===== config.mk =====
export PLATFORM = sky130hd
export DESIGN_NAME = md5_message_digest
export DESIGN_NICKNAME = d
export VERILOG_FILES = /design/src/sv/md5_pkg.sv /design/src/sv/md5_round.sv /design/src/sv/md5_message_digest.sv
export SDC_FILE = /design/constraint.sdc
export NUM_CORES = 2
export LEC_CHECK = 0
export BUFFER_PORTS_ARGS = -buffer_cell sky130_fd_sc_hd__buf_2
export CAP_MARGIN = 20
export CORE_MARGIN = 4
export CORE_UTILIZATION = 40
export DETAILED_ROUTE_END_ITERATION = 8
export PLACE_DENSITY_LB_ADDON = 0.05
export SYNTH_ARGS = -nofsm -noshare
export SYNTH_HDL_FRONTEND = slang
export SYNTH_SLANG_ARGS = --single-unit

===== constraint.sdc =====
create_clock -name clk -period 9.1 [get_ports clk]
set_input_delay 0.455 -clock clk [delete_from_list [all_inputs] [get_ports clk]]
set_output_delay 0.455 -clock clk [all_outputs]
set_load 0.02 [all_outputs]

===== src/sv/md5_pkg.sv =====
// ----------------------------------------------------------------------------
// md5_pkg
// Types, constants and round tables shared by the MD5 digest block.
// ----------------------------------------------------------------------------
package md5_pkg;

  // Controller states
  typedef enum logic [2:0] {
    ST_IDLE,
    ST_PAD_MARK,
    ST_PAD_ZERO,
    ST_PAD_LEN,
    ST_COMP,
    ST_FOLD,
    ST_OUT
  } md5_fsm_t;

  // Working variables of the compression
  typedef struct packed {
    logic [31:0] a;
    logic [31:0] b;
    logic [31:0] c;
    logic [31:0] d;
  } md5_vars_t;

  // Initial chaining words
  localparam logic [31:0] H0_INIT = 32'h67452301;
  localparam logic [31:0] H1_INIT = 32'hefcdab89;
  localparam logic [31:0] H2_INIT = 32'h98badcfe;
  localparam logic [31:0] H3_INIT = 32'h10325476;

  // Padding constants
  localparam logic [7:0] PAD_MARK_BYTE = 8'h80;
  localparam logic [5:0] FILL_LEN_START = 6'd56;
  localparam logic [5:0] FILL_LAST = 6'd63;
  localparam logic [5:0] ROUND_LAST = 6'd63;
  localparam logic [1:0] WORD_LAST = 2'd3;

  // Additive constant of each round
  function automatic logic [31:0] round_const(input logic [5:0] r);
    logic [31:0] k;
    unique case (r)
      6'd0:  k = 32'hd76aa478;  6'd1:  k = 32'he8c7b756;
      6'd2:  k = 32'h242070db;  6'd3:  k = 32'hc1bdceee;
      6'd4:  k = 32'hf57c0faf;  6'd5:  k = 32'h4787c62a;
      6'd6:  k = 32'ha8304613;  6'd7:  k = 32'hfd469501;
      6'd8:  k = 32'h698098d8;  6'd9:  k = 32'h8b44f7af;
      6'd10: k = 32'hffff5bb1;  6'd11: k = 32'h895cd7be;
      6'd12: k = 32'h6b901122;  6'd13: k = 32'hfd987193;
      6'd14: k = 32'ha679438e;  6'd15: k = 32'h49b40821;
      6'd16: k = 32'hf61e2562;  6'd17: k = 32'hc040b340;
      6'd18: k = 32'h265e5a51;  6'd19: k = 32'he9b6c7aa;
      6'd20: k = 32'hd62f105d;  6'd21: k = 32'h02441453;
      6'd22: k = 32'hd8a1e681;  6'd23: k = 32'he7d3fbc8;
      6'd24: k = 32'h21e1cde6;  6'd25: k = 32'hc33707d6;
      6'd26: k = 32'hf4d50d87;  6'd27: k = 32'h455a14ed;
      6'd28: k = 32'ha9e3e905;  6'd29: k = 32'hfcefa3f8;
      6'd30: k = 32'h676f02d9;  6'd31: k = 32'h8d2a4c8a;
      6'd32: k = 32'hfffa3942;  6'd33: k = 32'h8771f681;
      6'd34: k = 32'h6d9d6122;  6'd35: k = 32'hfde5380c;
      6'd36: k = 32'ha4beea44;  6'd37: k = 32'h4bdecfa9;
      6'd38: k = 32'hf6bb4b60;  6'd39: k = 32'hbebfbc70;
      6'd40: k = 32'h289b7ec6;  6'd41: k = 32'heaa127fa;
      6'd42: k = 32'hd4ef3085;  6'd43: k = 32'h04881d05;
      6'd44: k = 32'hd9d4d039;  6'd45: k = 32'he6db99e5;
      6'd46: k = 32'h1fa27cf8;  6'd47: k = 32'hc4ac5665;
      6'd48: k = 32'hf4292244;  6'd49: k = 32'h432aff97;
      6'd50: k = 32'hab9423a7;  6'd51: k = 32'hfc93a039;
      6'd52: k = 32'h655b59c3;  6'd53: k = 32'h8f0ccc92;
      6'd54: k = 32'hffeff47d;  6'd55: k = 32'h85845dd1;
      6'd56: k = 32'h6fa87e4f;  6'd57: k = 32'hfe2ce6e0;
      6'd58: k = 32'ha3014314;  6'd59: k = 32'h4e0811a1;
      6'd60: k = 32'hf7537e82;  6'd61: k = 32'hbd3af235;
      6'd62: k = 32'h2ad7d2bb;  6'd63: k = 32'heb86d391;
      default: k = 32'h0;
    endcase
    return k;
  endfunction

  // Left-rotate amount: depends on the stage and the low two round bits
  function automatic logic [4:0] rot_amount(input logic [5:0] r);
    logic [4:0] s;
    unique case ({r[5:4], r[1:0]})
      4'd0:  s = 5'd7;   4'd1:  s = 5'd12;  4'd2:  s = 5'd17;  4'd3:  s = 5'd22;
      4'd4:  s = 5'd5;   4'd5:  s = 5'd9;   4'd6:  s = 5'd14;  4'd7:  s = 5'd20;
      4'd8:  s = 5'd4;   4'd9:  s = 5'd11;  4'd10: s = 5'd16;  4'd11: s = 5'd23;
      4'd12: s = 5'd6;   4'd13: s = 5'd10;  4'd14: s = 5'd15;  4'd15: s = 5'd21;
      default: s = 5'd0;
    endcase
    return s;
  endfunction

  // Message word used by a round
  function automatic logic [3:0] msg_index(input logic [5:0] r);
    logic [3:0] rl;
    logic [3:0] g;
    rl = r[3:0];
    unique case (r[5:4])
      2'd0: g = rl;
      2'd1: g = rl * 4'd5 + 4'd1;
      2'd2: g = rl * 4'd3 + 4'd5;
      2'd3: g = rl * 4'd7;
      default: g = rl;
    endcase
    return g;
  endfunction

endpackage


===== src/sv/md5_round.sv =====
// ----------------------------------------------------------------------------
// md5_round
// One MD5 round: the shared step that the controller applies 64 times a block.
// ----------------------------------------------------------------------------
module md5_round
  import md5_pkg::*;
(
  input  md5_vars_t   vars,
  input  logic [31:0] msg_word,
  input  logic [5:0]  rnd,
  output md5_vars_t   vars_next
);

  logic [31:0] f;
  logic [31:0] sum;
  logic [63:0] rot_wide;
  logic [4:0]  amt;

  // Round function by stage
  always_comb begin
    case (rnd[5:4])
      2'd0: f = (vars.b & vars.c) | (~vars.b & vars.d);
      2'd1: f = (vars.b & vars.d) | (vars.c & ~vars.d);
      2'd2: f = vars.b ^ vars.c ^ vars.d;
      default: f = vars.c ^ (vars.b | ~vars.d);
    endcase
  end

  // Sum, rotate, add; then shift the variables along
  assign amt      = rot_amount(rnd);
  assign sum      = vars.a + f + round_const(rnd) + msg_word;
  assign rot_wide = {sum, sum} << amt;

  assign vars_next.a = vars.d;
  assign vars_next.d = vars.c;
  assign vars_next.c = vars.b;
  assign vars_next.b = vars.b + rot_wide[63:32];

endmodule


===== src/sv/md5_message_digest.sv =====
// ----------------------------------------------------------------------------
// md5_message_digest
// MD5 digest of a byte stream, one byte per input item.
// ----------------------------------------------------------------------------
// Input channel: in_valid / in_stall carry data_byte, byte_present and
// message_end. An item with byte_present low adds no byte; with message_end
// high it closes the message (an empty message is one such item).
// Output channel: out_valid / out_stall carry the four chaining words h0..h3
// in order; word_index names each word and digest_last marks the fourth.
// After the item that fills a 64-byte block, in_stall stays high while the
// 64 rounds run through the one round unit and the result is then folded
// into the chaining words.
// The closing item pads one byte per cycle (0x80, zeros, an idle step at
// byte 56, 8 length bytes), pausing for one or two compressions on the
// way, before the digest words are offered.
// A stalled output word holds; the block takes no input until all four
// words are taken, then returns to the initial chaining values.
// Reset (rst, synchronous) loads the initial values and clears the counts.
// ----------------------------------------------------------------------------
module md5_message_digest
  import md5_pkg::*;
(
  input  logic        clk,
  input  logic        rst,
  input  logic        in_valid,
  output logic        in_stall,
  input  logic [7:0]  data_byte,
  input  logic        byte_present,
  input  logic        message_end,
  output logic        out_valid,
  input  logic        out_stall,
  output logic [31:0] digest_word,
  output logic [1:0]  word_index,
  output logic        digest_last
);

  md5_fsm_t    state, state_next;
  md5_fsm_t    ret_state, ret_state_next;
  logic [31:0] chain [4];
  logic [31:0] block_words [16];
  logic [5:0]  fill;
  logic [63:0] bit_count;
  logic [5:0]  rnd;
  logic [1:0]  out_idx;
  md5_vars_t   vars;
  md5_vars_t   vars_next;

  logic        in_take;
  logic        out_take;
  logic        push;
  logic [7:0]  push_byte;
  logic        block_full;

  assign in_take    = in_valid && !in_stall;
  assign out_take   = out_valid && !out_stall;
  assign block_full = push && (fill == FILL_LAST);

  // Shared round unit
  md5_round u_round (
    .vars      (vars),
    .msg_word  (block_words[msg_index(rnd)]),
    .rnd       (rnd),
    .vars_next (vars_next)
  );

  // Next state
  always_comb begin
    state_next     = state;
    ret_state_next = ret_state;
    unique case (state)
      ST_IDLE: begin
        if (in_take) begin
          if (block_full) begin
            state_next     = ST_COMP;
            ret_state_next = message_end ? ST_PAD_MARK : ST_IDLE;
          end else if (message_end) begin
            state_next = ST_PAD_MARK;
          end
        end
      end
      ST_PAD_MARK: begin
        if (block_full) begin
          state_next     = ST_COMP;
          ret_state_next = ST_PAD_ZERO;
        end else begin
          state_next = ST_PAD_ZERO;
        end
      end
      ST_PAD_ZERO: begin
        if (fill == FILL_LEN_START) begin
          state_next = ST_PAD_LEN;
        end else if (block_full) begin
          state_next     = ST_COMP;
          ret_state_next = ST_PAD_ZERO;
        end
      end
      ST_PAD_LEN: begin
        if (block_full) begin
          state_next     = ST_COMP;
          ret_state_next = ST_OUT;
        end
      end
      ST_COMP: begin
        if (rnd == ROUND_LAST) begin
          state_next = ST_FOLD;
        end
      end
      ST_FOLD: begin
        state_next = ret_state;
      end
      ST_OUT: begin
        if (out_take && out_idx == WORD_LAST) begin
          state_next = ST_IDLE;
        end
      end
      default: state_next = ST_IDLE;
    endcase
  end

  // Outputs of the controller
  always_comb begin
    in_stall  = 1'b1;
    out_valid = 1'b0;
    push      = 1'b0;
    push_byte = data_byte;
    unique case (state)
      ST_IDLE: begin
        in_stall = 1'b0;
        push     = in_valid && byte_present;
      end
      ST_PAD_MARK: begin
        push      = 1'b1;
        push_byte = PAD_MARK_BYTE;
      end
      ST_PAD_ZERO: begin
        push      = (fill != FILL_LEN_START);
        push_byte = 8'h00;
      end
      ST_PAD_LEN: begin
        push      = 1'b1;
        push_byte = bit_count[{fill[2:0], 3'b000} +: 8];
      end
      ST_OUT: begin
        out_valid = 1'b1;
      end
      default: begin
        push = 1'b0;
      end
    endcase
  end

  assign digest_word = chain[out_idx];
  assign word_index  = out_idx;
  assign digest_last = (out_idx == WORD_LAST);

  // Control registers
  always_ff @(posedge clk) begin
    if (rst) begin
      state     <= ST_IDLE;
      ret_state <= ST_IDLE;
    end else begin
      state     <= state_next;
      ret_state <= ret_state_next;
    end
  end

  // Fill, length, round and output counters; chaining words
  always_ff @(posedge clk) begin
    if (rst) begin
      fill      <= '0;
      bit_count <= '0;
      rnd       <= '0;
      out_idx   <= '0;
      chain[0]  <= H0_INIT;
      chain[1]  <= H1_INIT;
      chain[2]  <= H2_INIT;
      chain[3]  <= H3_INIT;
    end else begin
      if (push) begin
        fill <= fill + 6'd1;
      end
      if (in_take && byte_present) begin
        bit_count <= bit_count + 64'd8;
      end
      if (state == ST_COMP) begin
        rnd <= rnd + 6'd1;
      end
      if (state == ST_FOLD) begin
        chain[0] <= chain[0] + vars.a;
        chain[1] <= chain[1] + vars.b;
        chain[2] <= chain[2] + vars.c;
        chain[3] <= chain[3] + vars.d;
      end
      if (out_take) begin
        out_idx <= out_idx + 2'd1;
        if (out_idx == WORD_LAST) begin
          fill      <= '0;
          bit_count <= '0;
          chain[0]  <= H0_INIT;
          chain[1]  <= H1_INIT;
          chain[2]  <= H2_INIT;
          chain[3]  <= H3_INIT;
        end
      end
    end
  end

  // Block buffer: one byte lane written per push
  always_ff @(posedge clk) begin
    if (push) begin
      block_words[fill[5:2]][{fill[1:0], 3'b000} +: 8] <= push_byte;
    end
  end

  // Working variables: loaded when a block fills, stepped each round
  always_ff @(posedge clk) begin
    if (block_full) begin
      vars.a <= chain[0];
      vars.b <= chain[1];
      vars.c <= chain[2];
      vars.d <= chain[3];
    end else if (state == ST_COMP) begin
      vars <= vars_next;
    end
  end

endmodule


==> impl_results.md <==
- Ys flop type: edfxtp_1
- Sequential share of power: 0.422
- Clock skew: 59.16 ps
- Longest Clk Path Bufs: 3
- RSZ-0062 raised after global routing: yes
- MaxCap Viol Count: 0
- Clock period minus worst slack: 9192 ps
- Layout cells sized above 1: 0.1905
- Routed WL: roughly 180 mm
- Violations in the final reports: negative setup slack
- Vias in the first global route: 39.02k
- Arr. time, crit path: about 9600 ps
- Fin util: 0.4724
- Commonest non-fill, non-tap cell in the layout: edfxtp_1
- Crit Path Max Fanout: 16
- I/O pin cnt: 51
- Non-Filler Instances: between 7k and 8k
- CP delay by family, top: compound AO/OA/AOI/OAI gates
- Total gr overflow: 0
- Hold WC Path Type: in -> reg
- CTS root buffer: clkbuf_16
- First-pass GRT wire length: 261.1 mm
- Mapped cell area: 0.05289 mm2
- Ranking of synthesized cells by area: edfxtp_1 40%, mux4_2 7.9%, dfxtp_1 7.0%
- Startpoint Class: flop
- GRT Overall Usage: 0.2537
- Initial antenna violation count: 5
- Place WS: -727.0 ps
- WP buf/inv: 15
- Yosys warns: 0
- Final net count: between 5k and 6k
- Clock transition at the registers of the reported paths: 60 ps
- Buffers added on ports: 50
- Comb pwr share: 0.180
- Mean area per synthesized cell: between 10 and 15 um2
- Fin crit share: 1.010
- Commonest non-fill, non-tap cells in the layout: 704 x edfxtp_1, 682 x nand2_1, 429 x nor2_1
- DR WL/cell: 24.84 um
- Crit Path Class: reg -> reg
- Routed vias: 40.55k
- Post-synthesis sequential area ratio: 0.4694
- Die width: 371.6 um
- Final Hold Vio Count: 0
- Worst Max-Slew Pin Slew: 1125 ps
- # setup viols final: 2
- Largest net degree at the start of global routing: between 90 and 100
- Post-Synthesis Cells: 4980
- CP peak stage delay: 400 ps
- Die Y: 371.6 um
- Fin. max-slew vios: 0
- Post-detail-place hpwl: 126.4 mm
- Leak pwr: 23.45 nW
- Via density: roughly 5.7
- Number of synthesized flops with an enable pin: 704
- Clock sinks: between 800 and 900
- Internal: 7.796 mW
- Status: complete, but fails checks
- PD cells: 172.1 mW/mm2
- Core area: 0.1315 mm2
- Fraction of registers with async set/reset: 0
- CTS tree: done
- Cts bufs inserted: ~100
- Clk Latency, worst-skew pair: between 700 and 800 ps
- Post-route setup slack: -92.29 ps
- Slew margin rel.: 0.2498
- Yosys top cell area share: 0.3997
- Maximum VDD drop: 141.6 uV
- #FFs+latches synth: 888
- Syn_nets: ~5.3k
- Placed Cells: between 6k and 7k
- ANT nets after route: 0
- Crit path top cell by count: buf_4
- CTS HTree Levels: 3
- Crit-path slowest cell: fa_1
- Initial core utilization: 0.4023
- Row count: 133
- CP Data Required Time: 9510 ps
- Library cells used by synthesis: 83
- Synth-to-layout area growth: 17.41%
- Fmax: 108.8 MHz
- Clk network pwr share: 0.399
- Post-synth top area cell: edfxtp_1
- Die Area: 0.1381 mm2
- P_sw: 2.889 mW
- # DRC: 0
- First-pass detailed-route iteration total: 6
- DR iter-0 viols: 4211
- Net Sw Frac: 0.2703
- Gp weighted congestion: 0.9307
- CP endpoint kind: flop
cell type report:
class	count	area, um2
multi-input combinational	3594	26870
tap	1755	2196
clock inverter	61	683.2
antenna	2	5.005
sequential	888	24840
timing repair buffer	480	3914
fill	12380	69370
clock buffer	135	2779
inverter	216	813.3
cell usage after synthesis, drive strengths merged (8+ instances only):
| master | instances |
|---|---|
| o31ai | 22 |
| mux2i | 88 |
| o311ai | 17 |
| a2111oi | 12 |
| mux4 | 185 |
| o211ai | 46 |
| o21a | 30 |
| o22ai | 48 |
| and2 | 13 |
| a221oi | 11 |
| nor3 | 107 |
| a21oi | 371 |
| nor2b | 28 |
| a21o | 76 |
| nor3b | 34 |
| and3 | 25 |
| edfxtp | 704 |
| buf | 43 |
| dfxtp | 184 |
| fa | 69 |
| a311oi | 15 |
| nor2 | 435 |
| inv | 211 |
| nand4 | 37 |
| nand2b | 41 |
| a31oi | 28 |
| or2 | 19 |
| xnor2 | 114 |
| and4 | 11 |
| a211oi | 49 |
| a21boi | 8 |
| ha | 220 |
| o21ai | 263 |
| o311a | 28 |
| nand3 | 108 |
| xor2 | 157 |
| mux2 | 60 |
| nand2 | 686 |
| clkbuf | 239 |
| o221ai | 9 |
| o21bai | 28 |
| or3 | 24 |
worst min-delay path, cell delays in order:
cell     delay, ps
buf_2           80
o21ai_0        130
a31oi_1        150
sequential cells by signal (all words and copies together) (netlist names), named ones only:
signal       flops
bit_count       61
block_words    512
chain          128
fill             6
ret_state        3
rnd              6
state            3
u_round.amt      5
vars           128
word_index       2
power groups by stage:
stage               logic (mW)  registers [mW]  clock network (mW)
floorplan                0.971            4.58                   0
global placement          1.79            4.59                   0
detailed placement        1.78            4.59                   0
CTS                       1.85            4.51                4.37
global route              2.09            4.51                4.53
finish                    1.92            4.51                4.26
stage by stage:
stage,hold WS (ps),TNS [ps],power (mW),instance area [um2]
4_1_cts,91.12,-109.2,10.73,61770
6_report,142.5,-98.45,10.68,62100
2_1_floorplan,432.0,0,5.556,52910
5_1_grt,158.4,-4231,11.13,62090
3_5_place_dp,471.8,-5820,6.379,57430
3_3_place_gp,454.7,-4863,6.380,57400
logic make-up after synthesis:
| family | Yosys count | synth area share |
|---|---|---|
| simple gates | 1580 | 0.1305 |
| compound gates | 1120 | 0.1326 |
| flops | 888 | 0.4694 |
| buf+inv | 498 | 0.03570 |
| mux | 333 | 0.1083 |
| fa+ha+maj | 289 | 0.07816 |
| xor+xnor | 272 | 0.04533 |
final timing paths:
check                                                from                        end  slack [ps]  cells after the start
worst min-delay path                            out_stall      state[1]$_SDFFE_PP0P_         140                      3
worst max-delay path                  rnd[1]$_SDFFE_PP0P_         vars[95]$_DFFE_PP_         -90                     47
worst max register to register        rnd[1]$_SDFFE_PP0P_         vars[95]$_DFFE_PP_         -90                     47
worst min register to register  ret_state[2]$_SDFFE_PP0P_  ret_state[2]$_SDFFE_PP0P_         480                      2
metal layers:
layer  track usage  part of all wire
met5             0           0.00052
met1        0.3690              0.46
met2        0.3849              0.44
met3       0.05584             0.071
met4       0.06353             0.023
repair_timing:
action                     CTS  global route
hold endpoints to repair     2             0
hold buffers                 2             0
setup endpoints to repair   20            21
gates resized for setup    121            36
cloned                       4             0
buffers inserted            25             4
pin swaps                   37            23
Power figures use the tool's default switching activity.
